**src/design/d2q9_pkg.sv**
```systemverilog
// Types, widths and helper functions of the D2Q9 collision engine.
package d2q9_pkg;

    localparam int D2Q9_DIRS        = 9;
    localparam int D2Q9_F_W         = 16;
    localparam int D2Q9_OMEGA_W     = 15;
    localparam logic [D2Q9_OMEGA_W-1:0] D2Q9_OMEGA_RESET = 15'd16384;
    localparam int D2Q9_ADDR_W      = 3;
    localparam int D2Q9_DATA_W      = 32;
    localparam logic D2Q9_REG_OMEGA = 1'b0;
    localparam int D2Q9_QUEUE_DEPTH = 4;

    localparam int D2Q9_SUM_W       = 20;
    localparam int D2Q9_MOM_W       = 19;
    localparam int D2Q9_DEN_W       = 19;
    localparam int D2Q9_NUM_W       = 35;
    localparam int D2Q9_DIV_STEPS   = 16;
    localparam int D2Q9_DIV_LAT     = D2Q9_DIV_STEPS + 1;
    localparam int D2Q9_CU_W        = 18;
    localparam int D2Q9_SQ_W        = 34;
    localparam int D2Q9_T_W         = 38;
    localparam int D2Q9_TL_W        = 19;
    localparam int D2Q9_PL_W        = 36;
    localparam int D2Q9_PH_W        = 35;
    localparam int D2Q9_X_W         = 58;
    localparam int D2Q9_X_SH        = 31;
    localparam int D2Q9_Z_W         = D2Q9_X_W - D2Q9_X_SH;
    localparam int D2Q9_RCP_W       = 26;
    localparam logic [D2Q9_RCP_W-1:0] D2Q9_RCP9 = 26'd59652323;
    localparam int D2Q9_RCP_SH      = 29;
    localparam int D2Q9_PROD_W      = D2Q9_Z_W + D2Q9_RCP_W;
    localparam int D2Q9_Q_W         = D2Q9_PROD_W - D2Q9_RCP_SH;
    localparam int D2Q9_FEQ_W       = D2Q9_Q_W + 1;
    localparam int D2Q9_D_W         = 27;
    localparam int D2Q9_OMP_W       = D2Q9_OMEGA_W + 1 + D2Q9_D_W;
    localparam int D2Q9_G_W         = 30;
    localparam int D2Q9_BACK_STAGES = D2Q9_DIV_LAT + 9;

    typedef logic signed [D2Q9_F_W-1:0] t_q14;
    typedef t_q14 t_dist [D2Q9_DIRS];
    typedef logic signed [1:0] t_dir;

    typedef struct {
        t_dist                          f;
        logic                           wall;
        logic signed [D2Q9_SUM_W-1:0]   sum;
        logic signed [D2Q9_MOM_W-1:0]   mx;
        logic signed [D2Q9_MOM_W-1:0]   my;
    } t_cell;

    function automatic t_dir dir_cx(input int unsigned k);
        unique case (k)
            1, 5, 8: dir_cx = 2'sd1;
            3, 6, 7: dir_cx = -2'sd1;
            default: dir_cx = 2'sd0;
        endcase
    endfunction

    function automatic t_dir dir_cy(input int unsigned k);
        unique case (k)
            2, 5, 6: dir_cy = 2'sd1;
            4, 7, 8: dir_cy = -2'sd1;
            default: dir_cy = 2'sd0;
        endcase
    endfunction

    // Shift that applies the weight in units of 1/36 (16, 4 or 1).
    function automatic logic [2:0] dir_wsh(input int unsigned k);
        unique case (k)
            0:          dir_wsh = 3'd4;
            1, 2, 3, 4: dir_wsh = 3'd2;
            default:    dir_wsh = 3'd0;
        endcase
    endfunction

    function automatic int unsigned bounce_of(input int unsigned k);
        unique case (k)
            1:       bounce_of = 3;
            2:       bounce_of = 4;
            3:       bounce_of = 1;
            4:       bounce_of = 2;
            5:       bounce_of = 7;
            6:       bounce_of = 8;
            7:       bounce_of = 5;
            8:       bounce_of = 6;
            default: bounce_of = 0;
        endcase
    endfunction

    function automatic t_q14 sat16(input logic signed [31:0] v);
        if (v > 32'sd32767) begin
            sat16 = 16'sh7FFF;
        end else if (v < -32'sd32768) begin
            sat16 = 16'sh8000;
        end else begin
            sat16 = v[D2Q9_F_W-1:0];
        end
    endfunction

endpackage

```
**src/design/d2q9_front.sv**
```systemverilog
// Front stage: takes a cell item and forms its density and momentum sums.
module d2q9_front import d2q9_pkg::*; (
    input  logic  i_clk,
    input  logic  i_rst_n,
    input  logic  i_push,
    input  t_dist i_f,
    input  logic  i_wall,
    output logic  o_full,
    output logic  o_valid,
    output t_cell o_cell,
    input  logic  i_q_full
);

    logic  r_valid;
    t_cell r_cell;
    t_cell n_cell;

    always_comb begin
        n_cell.f    = i_f;
        n_cell.wall = i_wall;
        n_cell.sum  = ((D2Q9_SUM_W'(i_f[0]) + D2Q9_SUM_W'(i_f[1]))
                    + (D2Q9_SUM_W'(i_f[2]) + D2Q9_SUM_W'(i_f[3])))
                    + ((D2Q9_SUM_W'(i_f[4]) + D2Q9_SUM_W'(i_f[5]))
                    + (D2Q9_SUM_W'(i_f[6]) + D2Q9_SUM_W'(i_f[7])))
                    + D2Q9_SUM_W'(i_f[8]);
        n_cell.mx   = (D2Q9_MOM_W'(i_f[1]) + D2Q9_MOM_W'(i_f[5]) + D2Q9_MOM_W'(i_f[8]))
                    - (D2Q9_MOM_W'(i_f[3]) + D2Q9_MOM_W'(i_f[6]) + D2Q9_MOM_W'(i_f[7]));
        n_cell.my   = (D2Q9_MOM_W'(i_f[2]) + D2Q9_MOM_W'(i_f[5]) + D2Q9_MOM_W'(i_f[6]))
                    - (D2Q9_MOM_W'(i_f[4]) + D2Q9_MOM_W'(i_f[7]) + D2Q9_MOM_W'(i_f[8]));
    end

    assign o_full  = r_valid && i_q_full;
    assign o_valid = r_valid;
    assign o_cell  = r_cell;

    always_ff @(posedge i_clk) begin
        if (!i_rst_n) begin
            r_valid <= 1'b0;
        end else if (!o_full) begin
            r_valid <= i_push;
        end
        if (i_push && !o_full) begin
            r_cell <= n_cell;
        end
    end

endmodule

```
**config.mk**
```make
export PLATFORM = sky130hd
export DESIGN_NAME = d2q9_front
export DESIGN_NICKNAME = d
export VERILOG_FILES = /design/src/design/d2q9_pkg.sv /design/src/design/d2q9_front.sv
export SDC_FILE = /design/constraint.sdc
export NUM_CORES = 1
export LEC_CHECK = 0
export ABC_AREA = 1
export BUFFER_PORTS_ARGS = -buffer_cell sky130_fd_sc_hd__buf_4
export CORE_AREA = 2 2 198 200
export DETAILED_ROUTE_END_ITERATION = 10
export DIE_AREA = 0 0 200 202
export PLACE_DENSITY = 0.69
export REMOVE_ABC_BUFFERS = 1
export SLEW_MARGIN = 20
export SYNTH_ARGS = -nofsm -noshare
export SYNTH_HDL_FRONTEND = slang
export SYNTH_SLANG_ARGS = --single-unit
```
**constraint.sdc**
```tcl
create_clock -name i_clk -period 9.5 [get_ports i_clk]
set_clock_uncertainty 0.15 [all_clocks]
set_input_delay 0.95 -clock i_clk [delete_from_list [all_inputs] [get_ports i_clk]]
set_output_delay 0.95 -clock i_clk [all_outputs]
set_load 0.005 [all_outputs]
```
Yosys cells after proc, flatten, opt, wreduce, memory -nomap -nowiden --
Index checks and enable logic that the tools add are counted.
Word-level totals: register bits after elaboration 204, word-level logic and storage cells 35
Operators by class: reduce and logical (&&, ||, !) cells 3, add/sub/neg operators 18
Operators by type and width (count):
- 16-bit by 16-bit adder with 17-bit output | 8
- 17-bit by 16-bit adder with 18-bit output | 4
- 18-bit by 18-bit subtractor with 19-bit output | 2
- 17-bit by 17-bit adder with 18-bit output | 2
- 19-bit by 16-bit adder with 20-bit output | 1
- 18-bit by 18-bit adder with 19-bit output | 1
- 1-bit logical AND | 2
- 1-bit zero test | 1

Logic depth before layout (Yosys ltp) --
depth in word-level cells 4, gate-level depth with buffers 19, gate-level depth less buffers 19

Least setup slack after synthesis --
OpenSTA, ideal clock, no wires.
kind input -> register, from input i_q_full, to register r_cell (netlist bit o_cell[0]), enable pin, stages on the path 3, library setup time 0.772 ns, arrival 9.541 ns, data required time 8.578 ns, setup slack -0.964 ns, buffers on the path 0, cell sequence nand2_1 -> inv_1 -> nor2_1
On the way: cells in the longest elaborated chain, start to end 3
RTL lines:
- from (decl) | line d2q9_front.sv:11 | input logic i_q_full
- 1-bit logical AND | line d2q9_front.sv:32 | assign o_full = r_valid && i_q_full;
- named net o_full | line d2q9_front.sv:8 | output logic o_full,
- 1-bit zero test | line d2q9_front.sv:42 | if (i_push && !o_full) begin
- 1-bit logical AND | line d2q9_front.sv:42
- to (signal assigned) | line d2q9_front.sv:43 | r_cell <= n_cell;
- to (decl) | line d2q9_front.sv:15 | t_cell r_cell;
The timed path passes the listed nets, and every way through them passes these cells. A chain may end at the register's enable or synchronous reset.

==> flow_summary.ini <==
[outcome]
run_status = completed

[synthesis]
synth_ff_type = edfxtp_1
synth_adder_area_share_pct = 37.72
syn_area_sq_mm = 0.01510
netlist_top_cells_area = edfxtp_1 40%, fa_1 33%, inv_1 9.2%, nand2_1 5.0%, ha_1 5.0%
synth_compound_area_share_pct = 2.627
synth_mux_area_share_pct = 0
synth.avg_cell_area_sq_um = 11.71
synth_commonest_cells = 371 x inv_1, 247 x fa_1, 203 x edfxtp_1, 203 x nand2_1, 60 x ha_1
synth_cells = 1289
yosysSeqAreaShare_pct = 40.51
synth_top_area_cell = edfxtp_1
synth.most_common_cell = inv_1
synthXorXnorAreaFrac_pct = 1.566
yosysTopAreaCellShare_pct = 40.37
yosys_warnings = 0
synth_seq_cells = 204
synthSimpleGateAreaFrac_pct = 8.353
synth_top_family_by_area = adder cells
ys_async_sr_fraction_pct = 0
synth_cell_types = 21
synth_edf_count = 203

[timing]
rsz0062_at_grt = false
slew_headroom_pct = 29.66
fmaxAchievable_mhz = 223.1
finalMaxSlewViolations = 0
fin_crit_ns = 4.481
tightest_slew_ns = 1.055
timing_hold_violations_final = 0
setup_viol = 0
layout_worst_path_cycle_share_pct = 47.17
fin_tns_setup_ns = 0

[clock_tree]
clk_path_buf_depth = 3
cts_hold_buf = 0
cts_root_buffer = clkbuf_16
cts_resized = 0
cts_tree = yes
cts_made_buffers = 26
clk-insertion-delay-late_ns = 0.54
cts_setup_buffers = 0
ctsHtreeMaxLevel = 1
path_clk_slew_ns = 0.06
cts_sinks = 204

[die]
row_count = 72
dieHeight_um = 202
die_w_um = 200
core_area_sq_mm = 0.03829
io_pins = 354
start_util_pct = 39.43
die_area_sq_mm = 0.04040

[grt]
grt_pass1_vias = 11051
antenna_found_initial = 0
grt-ovfl-total = 0
grt_max_degree = 76
grt_pass1_wl_um = 59310
grtUsageTotal_pct = 19.29

[cells_and_area]
fin_nets = 2129
utilization_pct = 50.32
drive_gt1_share_pct = 24.69
fillCellCount = 3429
diodes = 0
seq_area_sq_mm = 0.006116
multi_input_area_sq_mm = 0.007597
areaGrowthSynthToFinish_pct = 27.61

[routing]
vias = 9864
drt_wl_total_um = 37500
wl_met1_um = 14920
wl_met3_um = 2420
wl_per_cell_um = 16.96
drtIter0Drc = 379
drcViolationCount = 0
wl_met2_um = 19250
drt_pass1_iterations = 5
ant_nets = 0
top_layer_used = met4
routed_via_density = 4.461

[power]
power_frac_comb_pct = 62.0
pwr-share-seq_pct = 22.4
ir_worst_vdd_uv = 174.2
p_int_mw = 3.444
p_sw_share_pct = 44.91
p_leak_nw = 9.320
pwr-share-clk_pct = 15.6
switchingPower_mw = 2.808
pwr_density_cell_mw_per_mm2 = 324.5

[placed_design]
gp_congestion = 0.8576
numPortBuffers = 353
dp_hpwl_um = 31770

[critical_path]
cp_max_fo = 4
critical_path.slowest_cell = fa_1
required_ns = 9.66
critPathArrivalTime_ns = 4.64
cp_cell_sequence = buf_4 > inv_1 > fa_1 > inv_1 > fa_1 > fa_1 > inv_1 > fa_1 > inv_1 > ha_1 > inv_1 > fa_1 > o21ai_2 > nand2_1 > nand2_2 > nand2_1 > nand3_1 > nand2_1
cpPeakStageDelay_ns = 0.53
reg2reg_setup_slack_ns = 6.77
start_kind = input pin
worst-setup-path-type = input pin to flip-flop
endpoint_kind = flip-flop

[min_path]
hold_path.class = flip-flop to flip-flop

[run]
maxCapViolCount = 0
## sequential cells by signal, summed over array words and instances, names as in the netlist
signal and cells:
o_cell 203, o_valid 1
## path summary, 6_finish.rpt
path,start,end,depth (start not counted)
worst min register to register,o_valid,o_valid,2
worst max register to register,o_valid,o_cell[158],5
worst min-delay path,o_valid,o_valid,2
worst max-delay path,i_f[2],o_cell[56],18
## area by class of cell
class	count	share of cell area, %
repair buffers	356	13.87
clock buffers	30	3.565
well taps	518	3.364
multi-input cells	714	39.43
flip-flops and latches	204	31.74
inverters	371	7.228
clock inverters	18	0.7988
## power groups by stage
stage	registers [mW]	clock network, mW	logic [mW]
after floorplan	1.45	0	2.60
after global placement	1.42	0	3.87
after detailed placement	1.42	0	3.91
after CTS	1.40	1.01	3.94
after global routing	1.42	1.04	4.49
final	1.40	0.976	3.87
## metrics by stage
step,cell area [sq um],instances,power [mW],hold slack [ns],setup slack [ns]
after floorplan,15100,1289,4.053,0.3290,-0.9636
after global placement,18430,2163,5.286,0.3246,4.484
after detailed placement,18430,2163,5.336,0.3456,4.441
after CTS,19270,2211,6.354,0.3530,5.021
after global routing,19270,2211,6.940,0.3834,4.797
final,19270,2211,6.252,0.3538,5.019
## cell usage in the layout, fill, tap and decap left out, types with 6 or more instances in the layout
master and count:
nand2_2 11, fa_1 247, clkbuf_16 27, o21ai_0 18
ha_1 60, nand2_1 203, edfxtp_1 203, nor3_1 7
a21oi_1 50, xor2_1 19, nand3_1 33, buf_4 356
clkinv_2 6, nor2_1 39, inv_1 371, xnor2_1 8
## metal layers
layer | GRT usage, % | vias to the layer above
li1 | - | 4685
met1 | 23.80 | 4849
met2 | 34.62 | 282
met3 | 3.938 | 48
met4 | 4.418 | 0
met5 | 0 | -
## cells by family after synthesis
kind of cell / Yosys count
buf+inv: 371
compound gates: 75
flops: 204
simple gates: 305
xor+xnor: 27
fa+ha+maj: 307
## worst max-delay path, delay by kind of cell
kind | cells | cell delay, ns
adder cells (fa/ha/maj) | 6 | 2.63
buffers and inverters | 6 | 0.43
AO/OA/AOI/OAI | 1 | 0.23
AND/OR/NAND/NOR | 5 | 0.38
No activity file was read; power rests on OpenSTA's default activity.
