==> src/design/d2q9_pkg.sv <==
// Types, widths and helper functions of the D2Q9 collision engine.
package d2q9_pkg;

    localparam int D2Q9_DIRS        = 9;
    localparam int D2Q9_F_W         = 16;
    localparam int D2Q9_OMEGA_W     = 15;
    localparam logic [D2Q9_OMEGA_W-1:0] D2Q9_OMEGA_RESET = 15'd16384;
    localparam int D2Q9_ADDR_W      = 3;
    localparam int D2Q9_DATA_W      = 32;
    localparam logic D2Q9_REG_OMEGA = 1'b0;
    localparam int D2Q9_QUEUE_DEPTH = 4;

    localparam int D2Q9_SUM_W       = 20;
    localparam int D2Q9_MOM_W       = 19;
    localparam int D2Q9_DEN_W       = 19;
    localparam int D2Q9_NUM_W       = 35;
    localparam int D2Q9_DIV_STEPS   = 16;
    localparam int D2Q9_DIV_LAT     = D2Q9_DIV_STEPS + 1;
    localparam int D2Q9_CU_W        = 18;
    localparam int D2Q9_SQ_W        = 34;
    localparam int D2Q9_T_W         = 38;
    localparam int D2Q9_TL_W        = 19;
    localparam int D2Q9_PL_W        = 36;
    localparam int D2Q9_PH_W        = 35;
    localparam int D2Q9_X_W         = 58;
    localparam int D2Q9_X_SH        = 31;
    localparam int D2Q9_Z_W         = D2Q9_X_W - D2Q9_X_SH;
    localparam int D2Q9_RCP_W       = 26;
    localparam logic [D2Q9_RCP_W-1:0] D2Q9_RCP9 = 26'd59652323;
    localparam int D2Q9_RCP_SH      = 29;
    localparam int D2Q9_PROD_W      = D2Q9_Z_W + D2Q9_RCP_W;
    localparam int D2Q9_Q_W         = D2Q9_PROD_W - D2Q9_RCP_SH;
    localparam int D2Q9_FEQ_W       = D2Q9_Q_W + 1;
    localparam int D2Q9_D_W         = 27;
    localparam int D2Q9_OMP_W       = D2Q9_OMEGA_W + 1 + D2Q9_D_W;
    localparam int D2Q9_G_W         = 30;
    localparam int D2Q9_BACK_STAGES = D2Q9_DIV_LAT + 9;

    typedef logic signed [D2Q9_F_W-1:0] t_q14;
    typedef t_q14 t_dist [D2Q9_DIRS];
    typedef logic signed [1:0] t_dir;

    typedef struct {
        t_dist                          f;
        logic                           wall;
        logic signed [D2Q9_SUM_W-1:0]   sum;
        logic signed [D2Q9_MOM_W-1:0]   mx;
        logic signed [D2Q9_MOM_W-1:0]   my;
    } t_cell;

    function automatic t_dir dir_cx(input int unsigned k);
        unique case (k)
            1, 5, 8: dir_cx = 2'sd1;
            3, 6, 7: dir_cx = -2'sd1;
            default: dir_cx = 2'sd0;
        endcase
    endfunction

    function automatic t_dir dir_cy(input int unsigned k);
        unique case (k)
            2, 5, 6: dir_cy = 2'sd1;
            4, 7, 8: dir_cy = -2'sd1;
            default: dir_cy = 2'sd0;
        endcase
    endfunction

    // Shift that applies the weight in units of 1/36 (16, 4 or 1).
    function automatic logic [2:0] dir_wsh(input int unsigned k);
        unique case (k)
            0:          dir_wsh = 3'd4;
            1, 2, 3, 4: dir_wsh = 3'd2;
            default:    dir_wsh = 3'd0;
        endcase
    endfunction

    function automatic int unsigned bounce_of(input int unsigned k);
        unique case (k)
            1:       bounce_of = 3;
            2:       bounce_of = 4;
            3:       bounce_of = 1;
            4:       bounce_of = 2;
            5:       bounce_of = 7;
            6:       bounce_of = 8;
            7:       bounce_of = 5;
            8:       bounce_of = 6;
            default: bounce_of = 0;
        endcase
    endfunction

    function automatic t_q14 sat16(input logic signed [31:0] v);
        if (v > 32'sd32767) begin
            sat16 = 16'sh7FFF;
        end else if (v < -32'sd32768) begin
            sat16 = 16'sh8000;
        end else begin
            sat16 = v[D2Q9_F_W-1:0];
        end
    endfunction

endpackage

==> src/design/d2q9_fifo.sv <==
// Short queue between the front stage and the collision pipeline.
module d2q9_fifo import d2q9_pkg::*; #(
    parameter int DEPTH = D2Q9_QUEUE_DEPTH
) (
    input  logic  i_clk,
    input  logic  i_rst_n,
    input  logic  i_push,
    input  t_cell i_cell,
    output logic  o_full,
    input  logic  i_pop,
    output t_cell o_cell,
    output logic  o_empty
);

    localparam int PTR_W = (DEPTH > 1) ? $clog2(DEPTH) : 1;
    localparam int CNT_W = $clog2(DEPTH + 1);

    t_cell             r_slot [DEPTH];
    logic [PTR_W-1:0]  r_wr_ptr;
    logic [PTR_W-1:0]  r_rd_ptr;
    logic [CNT_W-1:0]  r_count;
    logic              push_ok;
    logic              pop_ok;

    assign o_full  = (r_count == CNT_W'(DEPTH));
    assign o_empty = (r_count == '0);
    assign push_ok = i_push && !o_full;
    assign pop_ok  = i_pop && !o_empty;
    assign o_cell  = r_slot[r_rd_ptr];

    always_ff @(posedge i_clk) begin
        if (!i_rst_n) begin
            r_wr_ptr <= '0;
            r_rd_ptr <= '0;
            r_count  <= '0;
        end else begin
            if (push_ok) begin
                r_wr_ptr <= (r_wr_ptr == PTR_W'(DEPTH - 1)) ? '0 : r_wr_ptr + 1'b1;
            end
            if (pop_ok) begin
                r_rd_ptr <= (r_rd_ptr == PTR_W'(DEPTH - 1)) ? '0 : r_rd_ptr + 1'b1;
            end
            if (push_ok && !pop_ok) begin
                r_count <= r_count + 1'b1;
            end else if (pop_ok && !push_ok) begin
                r_count <= r_count - 1'b1;
            end
        end
        if (push_ok) begin
            r_slot[r_wr_ptr] <= i_cell;
        end
    end

endmodule

==> config.mk <==
export PLATFORM = sky130hd
export DESIGN_NAME = d2q9_fifo
export DESIGN_NICKNAME = d
export VERILOG_FILES = /design/src/design/d2q9_pkg.sv /design/src/design/d2q9_fifo.sv
export SDC_FILE = /design/constraint.sdc
export NUM_CORES = 1
export LEC_CHECK = 0
export BUFFER_PORTS_ARGS = -buffer_cell sky130_fd_sc_hd__buf_2
export CAP_MARGIN = 20
export CORE_MARGIN = 2
export CORE_UTILIZATION = 54
export CTS_BUF_LIST = sky130_fd_sc_hd__clkbuf_8
export CTS_CLUSTER_DIAMETER = 50
export DETAILED_ROUTE_END_ITERATION = 16
export GPL_TIMING_DRIVEN = 0
export PLACE_DENSITY = 0.84
export SLEW_MARGIN = 15
export SYNTH_ARGS = -nofsm -noshare
export SYNTH_HDL_FRONTEND = slang
export SYNTH_SLANG_ARGS = --single-unit
==> constraint.sdc <==
create_clock -name i_clk -period 15.7 [get_ports i_clk]
set_input_delay 0.785 -clock i_clk [delete_from_list [all_inputs] [get_ports i_clk]]
set_output_delay 0.785 -clock i_clk [all_outputs]
set_load 0.05 [all_outputs]
* Yosys cells after proc, flatten, opt, wreduce, memory -nomap -nowiden
Memories as Yosys holds them, arrays and structs flattened. A register that Yosys moved wholly into a read port is not among the register bits. Cells that the tools add are included.
Storage, ports and cells: output and inout port bits 205, logic and storage cells 29, bits of input ports 207, bits in writable memories 812, register bits after elaboration 7, memories kept 1
Memories:
- r_slot | words 4, bits a word 203, read ports 1, clocked after memory_dff 1, write ports 1, RTL line d2q9_fifo.sv:18 | t_cell r_slot [DEPTH];
Cells by class: muxes and demuxes 8, add/subtract/negate cells 4, equality and inequality tests 3, reductions and logical operators 10
Operators with widths (number):
- 2-to-1 mux 2 bit | 4
- 2-to-1 mux 3 bit | 2
- adder 2 x 1 -> 2 bit (second input constant) | 2
- == test 2 bit (second input constant) | 2
- logical AND 1 bit | 4
- logical NOT 1 bit | 4
- adder 3 x 1 -> 3 bit (second input constant) | 1
- == test 3 bit (second input constant) | 1
- logical NOT 3 bit | 1
- subtractor 3 x 1 -> 3 bit (second input constant) | 1
- 2-to-1 mux 1 bit | 2
- nonzero test 2 bit | 1

* Longest topological paths before layout
Gate-level depths: netlist (run 1).
depth after elaboration 7, depth in mapped cells 9, depth with buffers taken out 8

* Worst setup path after synthesis (run 1)
Ideal clock, no wire load.
kind in2reg, start point in i_push, end point mem r_slot[0][0] (netlist name), enable pin, required time 15112 ps, arrival 5799 ps, library setup time 588 ps, cell stages on the path 3, buffers on the path 1, path slack 9312 ps, cell sequence nor2b_1 clkbuf_1 and2_1
Between the ends: word-level cells in the longest chain between the ends 3
Ends and longest elaborated chain:
- start, declared | RTL line d2q9_fifo.sv:7 | input logic i_push,
- logical AND 1 bit | RTL line d2q9_fifo.sv:27 | assign push_ok = i_push && !o_full;
- net push_ok | RTL line d2q9_fifo.sv:22 | logic push_ok;
- 2-to-1 mux 1 bit | RTL line d2q9_fifo.sv:49 | if (push_ok) begin
- 2-to-1 mux 1 bit (not written as such) | RTL line d2q9_fifo.sv:50 | r_slot[r_wr_ptr] <= i_cell;
- end, declared | RTL line d2q9_fifo.sv:18
The timed path passes the listed nets, and every way through them passes these cells.

==> results of run 1 <==
## state kept, by name (all words and copies together), names as in the netlist, named ones only
| register | flops |
|---|---|
| r_slot | 812 |
| r_rd_ptr | 2 |
| r_count | 3 |
| r_wr_ptr | 2 |
## layout make-up
type                    instances  area, sq um
diodes                          8         20.0
plain buffers                  48          362
clock buffers                 134         1840
clock inverters                86          417
fillers                      3372        19300
inverters                       3         11.3
multi-input cells             240         4860
flip-flops and latches        821        24600
well taps                     704          881
repair buffers                427         2500
## power by group
group,internal [W],leakage [nW],total (W),switching [W]
clock,0.000807,1.31,0.00158,0.000769
combinational,0.000630,3.26,0.00207,0.00144
sequential,0.00267,7.52,0.00272,0.0000540
total,0.00410,12.1,0.00636,0.00226
## logic make-up (layout without fill, tap and decap cells)
group	after synthesis	in the layout	share of synthesized area, %
AO/OA/AOI/OAI	5	5	0.101
XOR/XNOR	2	2	0.0588
adder cells (fa/ha/maj)	7	7	0.319
buffers and inverters	51	698	1.25
flip-flops	821	821	82.5
multiplexers	206	206	15.5
other	0	8	0
AND/OR/NAND/NOR	20	20	0.344
## critical path, delay by kind of cell (launching register included)
kind                   cells  cell delay (ns)
buffers and inverters      4             1.49
muxes                      1             0.38
DFF                        1             0.30
## cell usage in the layout (no fill, tap or decap), drive strengths merged, types with 2 or more instances in the layout
cell	count
edfxtp	812
buf	469
mux4	203
clkbuf	140
inv	54
clkinv	27
dfxtp	9
diode	8
clkinvlp	7
nand2	6
ha	6
and2	5
mux2i	3
o21ai	3
nor2b	2
nor2	2
nand3	2
## path summary, 6_finish.rpt
| kind | cells past startpoint | slack [ns] | to |
|---|---|---|---|
| worst max register to register | 6 | 13.08 | r_slot[2][144]$_DFFE_PP_ |
| worst min register to register | 2 | 0.51 | r_wr_ptr[1]$_SDFFE_PN0P_ |
| worst min-delay path | 1 | 0.25 | r_slot[0][36]$_DFFE_PP_ |
| worst max-delay path | 5 | 12.00 | o_cell[110] |
## through the flow
step           instances  power [W]  worst slack, ns  utilization, %  hold WS [ns]
2_1_floorplan       1112    0.00437             9.31               -         0.468
3_3_place_gp        2227    0.00487             5.69            59.7         0.474
3_5_place_dp        2243    0.00485            12.63            60.6         0.505
4_1_cts             2463    0.00644            11.77            64.7         0.156
5_1_grt             2465    0.00660            11.75            64.7         0.188
6_report            2471    0.00636            12.00            64.7         0.251
## synth_stat cells (3+ instances only)
cell type / n / share of area (%)
o21ai_0: 3 / 0.050
mux4_2: 203 / 15
ha_1: 6 / 0.25
edfxtp_1: 812 / 82
inv_1: 3 / 0.038
and2_1: 5 / 0.11
mux2i_1: 3 / 0.10
nand2_1: 6 / 0.076
buf_2: 22 / 0.37
buf_6: 19 / 0.72
dfxtp_1: 9 / 0.60
clkbuf_1: 6 / 0.076
## metal layers
layer,routed length (um),vias to the layer above,track usage (%),part of all wire [%]
li1,-,5999,-,-
met1,21500,7139,25.1,37
met2,29400,587,33.1,51
met3,5730,119,8.50,9.9
met4,1310,18,7.41,2.3
met5,122,-,0,0.21
==> impl_metrics.tcl, run 1 <==
set metrics [dict create \
    place_area_sq_um 33200 \
    synth-seq-cells 821 \
    cts_root_buf "clkbuf_8" \
    cp.arrival_ns 2.92 \
    wl_per_cell_um 23.5 \
    clkLatencyLatePin_ns 0.73 \
    core_area_sq_um 54800 \
    rows 86 \
    rsz0062_at_grt "false" \
    min_path_type "in -> reg" \
    cts_setup_buffers 0 \
    power.density_nw_per_um2 180 \
    power_leakage_nw 12.1 \
    vias 13900 \
    crit_path_frequent_cell "buf_2" \
    clk_pin_slew_ns 0.06 \
    tritoncts "yes" \
    ctsHtreeMaxLevel 4 \
    hold_start "i_cell[36]" \
    syn_area_sq_um 29800 \
    area.growth.synth_to_final_pct 19.0 \
    period_minus_slack_ns 3.71 \
    design_area_sq_um 35500 \
    crit_required_ns 14.91 \
    postSynthAreaPerCell_sq_um 26.8 \
    slew_viol_final 0 \
    grt_max_degree 51 \
    relSlewSlack_pct 46.2 \
    routed_wirelength_um 58000 \
    via_per_inst 5.61 \
    tightest_slew_ns 0.807 \
    grt_overflow 0 \
    status "finished, final reports clean" \
    max_freq_mhz 270 \
    grt_pass1_vias 14600 \
    cap_violations 0 \
    ctsHoldBuffers 0 \
    post-route-drc-count 0 \
    synthArstFlopShare_pct 0 \
    synth_fp_nets 1326 \
    vdd_drop_max_v 0.000164 \
    slowest_delay_ns 0.63 \
    start_kind "register" \
    port_buffers 411 \
    layout.nets 1886 \
    grt_pass1_wl_um 85900 \
    ys.flop_type "edfxtp_1" \
    final.setup.tns_ns 0 \
    grt_usage_pct 20.5 \
    first_pass_iters 5 \
    post-dp-hpwl_um 37400 \
    ys.warnings.count 0 \
    drt-initial-drc-count 967 \
    io_pins 412 \
    gp_congestion 0.717 \
    ctsResizeCount 0 \
    cp_max_fo 10 \
    clkSinkCount 821 \
    ant_nets 0 \
    fin_skew_ns 0.0247 \
    period_share_pct 23.6 \
    cts_buffer_depth 3 \
    die_area_sq_um 57000 \
    cp_cell_sequence "buf_2 -> clkbuf_1 -> buf_2 -> mux4_2 -> buf_2" \
    die-width_um 239 \
    die_y_um 239 \
    synth-edff-count 812 \
    start_util_pct 54.4 \
    drive_gt1_share_pct 47.1 \
    ys_seq_area_share_pct 82.5 \
    reg2reg_from "r_count[0]$_SDFFE_PN0P_" \
    synth_cell_type_count 24 \
    setup_viol 0 \
    cts_buffers 131 \
    hold_viol 0 \
    critPathKind "reg -> out" \
    syn_inst 1112 \
    grt_antenna_before_repair 17 \
    end_kind "primary output" \
    critPathSlowestCell "clkbuf_1" \
]
Power figures use the tool's default switching activity.
==> inputs of run 2 (changes only) <==
==> constraint.sdc (replaced) <==
create_clock -name i_clk -period 3.7 [get_ports i_clk]
set_input_delay 0.185 -clock i_clk [delete_from_list [all_inputs] [get_ports i_clk]]
set_output_delay 0.185 -clock i_clk [all_outputs]
set_load 0.05 [all_outputs]
==> run 2 against run 1 <==
Non-clock buffer count is 207 higher. Cell area is 5.7% higher. Via count is 9.6% higher. Sequential share of layout area is 3.7 points lower. Final cell count is 8.0% higher. Sequential power grew to 4.3 times the previous value. Routed wire length is 17% higher. Global-route usage is 3.8 points higher. Critical path depth stayed put. Combinational power grew to 4.4 times the previous value. Utilization is 3.7 points higher. Sequential cell count stayed put.
==> impl_metrics.tcl, run 2 (synthesis gave the netlist of run 1 again) <==
set metrics [dict create \
    final.setup.tns_ns 0 \
    die_y_um 239 \
    setup_ws_ns 0.506 \
    ant_nets 0 \
    tightest_slew_ns 0.808 \
    end_kind "primary output" \
    slew_viol_final 0 \
    rsz0062_at_grt "false" \
    slowest_delay_ns 0.64 \
    grt_pass1_wl_um 101000 \
    grt_max_degree 50 \
    min_path_type "in -> reg" \
    place_area_sq_um 33100 \
    cts_root_buf "clkbuf_8" \
    grt_overflow 0 \
    first_pass_iters 7 \
    grt_usage_pct 24.3 \
    port_buffers 411 \
    relSlewSlack_pct 46.1 \
    final_util_pct 68.4 \
    period_minus_slack_ns 3.19 \
    setup_viol 0 \
    largest_register_ffs 812 \
    max_freq_mhz 313 \
    cts_buffer_depth 3 \
    clk_pin_slew_ns 0.07 \
    post-dp-hpwl_um 38200 \
    area.growth.synth_to_final_pct 25.8 \
    layout.nets 2092 \
    die_area_sq_um 57000 \
    clkLatencyLatePin_ns 0.75 \
    dp_slack_ns 0.969 \
    cp_max_fo 10 \
    ctsHtreeMaxLevel 4 \
    start_kind "register" \
    cp_cell_sequence "buf_2 -> clkbuf_1 -> buf_2 -> mux4_2 -> buf_2" \
    via_per_inst 5.70 \
    critPathKind "reg -> out" \
    drt-initial-drc-count 1120 \
    fin_skew_ns 0.0312 \
    post-route-drc-count 0 \
    rows 86 \
    drive_gt1_share_pct 42.3 \
    critPathTopFamily "buffers and inverters" \
    clkSinkCount 821 \
    grt_antenna_before_repair 1 \
    worst-path-buf-inv 4 \
    die-width_um 239 \
    largestRegisters "r_slot (812), r_count (3)" \
    tritoncts "yes" \
    largest-register "r_slot" \
    routed_wirelength_um 67900 \
    cts_setup_buffers 0 \
    crit_path_frequent_cell "buf_2" \
    start_util_pct 54.4 \
    gp_congestion 0.738 \
    cts_buffers 130 \
    power_leakage_nw 12.9 \
    core_area_sq_um 54800 \
    io_pins 412 \
    crit_required_ns 3.51 \
    design_area_sq_um 37500 \
    nFillCells 3108 \
    vias 15200 \
    final_cell_mix "edfxtp_1 (812), buf_2 (433), dlygate4sd3_1 (207)" \
    hold_viol 0 \
    period_share_pct 86.3 \
    power.density_nw_per_um2 736 \
    layout_commonest_cell "edfxtp_1" \
    status "finished, final reports clean" \
    critPathSlowestCell "clkbuf_1" \
    cap_violations 0 \
    grt_pass1_vias 16500 \
    wl_per_cell_um 25.5 \
    vdd_drop_max_v 0.000546 \
    cp.arrival_ns 3.01 \
]
[run 2: changes by cell type in the layout (fill, tap and decap cells not counted), moves of 2 or more]
cell	previous run	this run
inv_1	49	37
dlygate4sd3_1	0	207
clkinv_2	5	8
diode_2	8	1
clkinvlp_4	7	5
buf_16	16	12
clkinv_1	21	28
buf_12	0	4
[run 2: layout make-up]
cell class	count	area [sq um]	area share [%]
well taps	704	881	2.35
multi-input cells	240	4860	13.0
clock buffers	135	1860	4.96
flip-flops and latches	821	24600	65.5
clock inverters	82	400	1.07
repair buffers	634	4540	12.1
inverters	3	11.3	0.0300
plain buffers	48	362	0.965
diodes	1	2.50	0.00668
[run 2: metal layers]
metal	up-vias	routed length, um	track usage [%]
met2	754	36400	42.5
met1	7908	23900	28.1
met5	-	0	0
met4	0	1940	8.94
met3	147	5620	7.70
li1	6386	-	-
[run 2: power by group]
group	internal [W]	switching, W
registers	0.0113	0.000272
clock network	0.00345	0.00347
logic	0.00281	0.00627
total	0.0176	0.0100
[run 2: through the flow]
step	power [W]	hold slack (ns)	std cells
2_1_floorplan	0.0184	0.284	1112
3_3_place_gp	0.0205	0.393	2227
3_5_place_dp	0.0206	0.399	2243
4_1_cts	0.0276	0.0796	2667
5_1_grt	0.0285	0.126	2668
6_report	0.0276	0.170	2668
[run 2: timing repair]
action                                 CTS  global route
endpoints found under the hold margin  821             0
resized for setup                        0             0
hold buffers                           207             0
[run 2: worst paths after layout]
| kind | startpoint | endpoint | slack, ns | cells past startpoint |
|---|---|---|---|---|
| worst max register to register | r_count[0]$_SDFFE_PN0P_ | r_slot[3][78]$_DFFE_PP_ | 0.91 | 6 |
| worst min register to register | r_wr_ptr[1]$_SDFFE_PN0P_ | r_wr_ptr[1]$_SDFFE_PN0P_ | 0.53 | 2 |
| worst min-delay path | i_cell[9] | r_slot[2][9]$_DFFE_PP_ | 0.17 | 2 |
| worst max-delay path | register | o_cell[104] | 0.51 | 5 |
==> inputs of run 3 (changes only) <==
--- a/config.mk
+++ b/config.mk
@@ -9,7 +9,6 @@
 export CAP_MARGIN = 20
 export CORE_MARGIN = 2
 export CORE_UTILIZATION = 54
-export CTS_BUF_LIST = sky130_fd_sc_hd__clkbuf_8
 export CTS_CLUSTER_DIAMETER = 50
 export DETAILED_ROUTE_END_ITERATION = 16
 export GPL_TIMING_DRIVEN = 0
==> run 3 against run 2 <==
Global-route usage increased by 0.29 points. Fmax increased by 4.2%. Sequential power about the same. Critical path type unchanged. Clock power increased by 16%. Register-to-register slack got worse by 0.07 ns. First-iteration DRC count increased by 8.7%. Total power increased by 4.3%. Sequential share of layout area decreased by 0.53 points. Final cell count decreased by 2.5%. Via count decreased by 0.94%. Utilization increased by 0.56 points.
==> impl_metrics.tcl, run 3 (synthesis gave the netlist of run 1 again) <==
set metrics [dict create \
    holdPathStages 3 \
    slew_viol_final 0 \
    period_share_pct 82.9 \
    area.growth.synth_to_final_pct 26.9 \
    grt_overflow 0 \
    largestRegisters "r_slot (812), r_count (3)" \
    met3_usage_pct 5.91 \
    grt_antenna_before_repair 4 \
    port_buffers 411 \
    first_pass_iters 5 \
    routed_wirelength_um 69300 \
    wl_per_cell_um 26.6 \
    cts_root_buf "clkbuf_16" \
    final_cell_mix "edfxtp_1 (812), buf_2 (433), dlygate4sd3_1 (204)" \
    power_leakage_nw 12.9 \
    vdd_drop_max_v 0.000606 \
    reg2reg_from "r_count[0]$_SDFFE_PN0P_" \
    die-width_um 239 \
    grt_pass1_vias 16400 \
    relSlewSlack_pct 44.4 \
    min_path_type "in -> reg" \
    hold_start "i_pop" \
    largest_register_ffs 812 \
    post-dp-hpwl_um 38200 \
    cp_max_fo 10 \
    cap_violations 0 \
    clkLatencyLatePin_ns 0.62 \
    rr_worst_depth 6 \
    grt_pass1_wl_um 103000 \
    seqCellArea_sq_um 24600 \
    vias 15100 \
    clkSinkCount 821 \
    grt_use_met2_pct 43.6 \
    drt-initial-drc-count 1217 \
    status "finished, final reports clean" \
    fin_skew_ns 0.0138 \
    cp.arrival_ns 2.88 \
    core_area_sq_um 54800 \
    ctsResizeCount 0 \
    grt_usage_pct 24.6 \
    layout.nets 2042 \
    ctsHtreeMaxLevel 3 \
    max_freq_mhz 326 \
    drive_gt1_share_pct 41.5 \
    r2r_end "r_slot[3][163]$_DFFE_PP_" \
    grt_util_met1_pct 29.1 \
    final.setup.tns_ns 0 \
    crit_required_ns 3.51 \
    via_per_inst 5.78 \
    grt_max_degree 50 \
    rrSetupSlack_ns 0.84 \
    setup_viol 0 \
    critPathKind "reg -> out" \
    post-route-drc-count 0 \
    tightest_slew_ns 0.834 \
    rsz0062_at_grt "false" \
    cts_buffers 83 \
    busiest_layer "met2" \
    die_y_um 239 \
    multi_input_area_sq_um 4860 \
    rows 86 \
    dp_slack_ns 0.969 \
    start_kind "register" \
    period_minus_slack_ns 3.07 \
    clk_pin_slew_ns 0.06 \
    power.density_nw_per_um2 762 \
    tritoncts "yes" \
    layout_commonest_cell "edfxtp_1" \
    io_pins 412 \
    setup_ws_ns 0.634 \
    die_area_sq_um 57000 \
    cts_buffer_depth 3 \
    start_util_pct 54.4 \
    largest-register "r_slot" \
    hold_viol 0 \
    end_kind "primary output" \
    gp_congestion 0.738 \
    ant_nets 0 \
    nFillCells 3095 \
]
run 3: cell count changes in the layout (fill, tap and decap cells not counted), sizes merged:
cell         before  now
clkinvlp          5    1
bufinv            1    5
clkinv           37   28
diode             1    3
clkbuf          141  114
dlygate4sd3     207  204
inv              42   13
run 3: report_power, final:
group          switching (W)  internal [W]  total (W)  leakage, nW
combinational        0.00632       0.00281    0.00914         4.10
clock                0.00348       0.00455    0.00803         1.26
sequential          0.000293        0.0113     0.0116         7.52
run 3: how the worst max path moves through the flow:
stage	start	to	cells after the start
final	register	o_cell[104]	5
after global routing	register	o_cell[104]	5
after CTS	register	o_cell[104]	5
after detailed placement	r_count[0]$_SDFFE_PN0P_	r_slot[3][144]$_DFFE_PP_	6
after global placement	r_count[0]$_SDFFE_PN0P_	r_slot[1][144]$_DFFE_PP_	4
after floorplan	r_count[0]$_SDFFE_PN0P_	r_slot[0][0]$_DFFE_PP_	4
run 3: cell type report:
| class | instances | area share, % |
|---|---|---|
| antenna | 3 | 0.0199 |
| buffer | 48 | 0.957 |
| clock buffer | 108 | 5.75 |
| clock inverter | 44 | 1.11 |
| inverter | 3 | 0.0298 |
| multi-input combinational | 240 | 12.9 |
| sequential | 821 | 65.0 |
| tap | 704 | 2.33 |
| timing repair buffer | 631 | 11.9 |
run 3: per-layer routing:
metal  up-vias  routed length [um]
li1       6281                   -
met1      7871               24300
met2       768               37200
met3       130                5620
met4         2                2160
met5         -                  13
run 3: what timing repair did:
item | CTS | global route
hold buffers | 204 | 0
endpoints found under the hold margin | 814 | 0
buffers inserted | 0 | 0
run 3: stage by stage:
step / hold slack, ns / total power, W / utilization [%] / area (sq um) / instances
3_3_place_gp: 0.393 / 0.0205 / 59.8 / 32700 / 2227
6_report: 0.0829 / 0.0288 / 69.0 / 37800 / 2602
3_5_place_dp: 0.399 / 0.0206 / 60.5 / 33100 / 2243
2_1_floorplan: 0.284 / 0.0184 / - / 29800 / 1112
4_1_cts: 0.0184 / 0.0288 / 69.0 / 37800 / 2599
5_1_grt: 0.0707 / 0.0296 / 69.0 / 37800 / 2602
run 3: critical path, stage by stage, from the launching register on:
cell and delay (ns):
dfxtp_1 0.30, buf_2 0.22, clkbuf_1 0.62, buf_2 0.47, mux4_2 0.41, buf_2 0.24
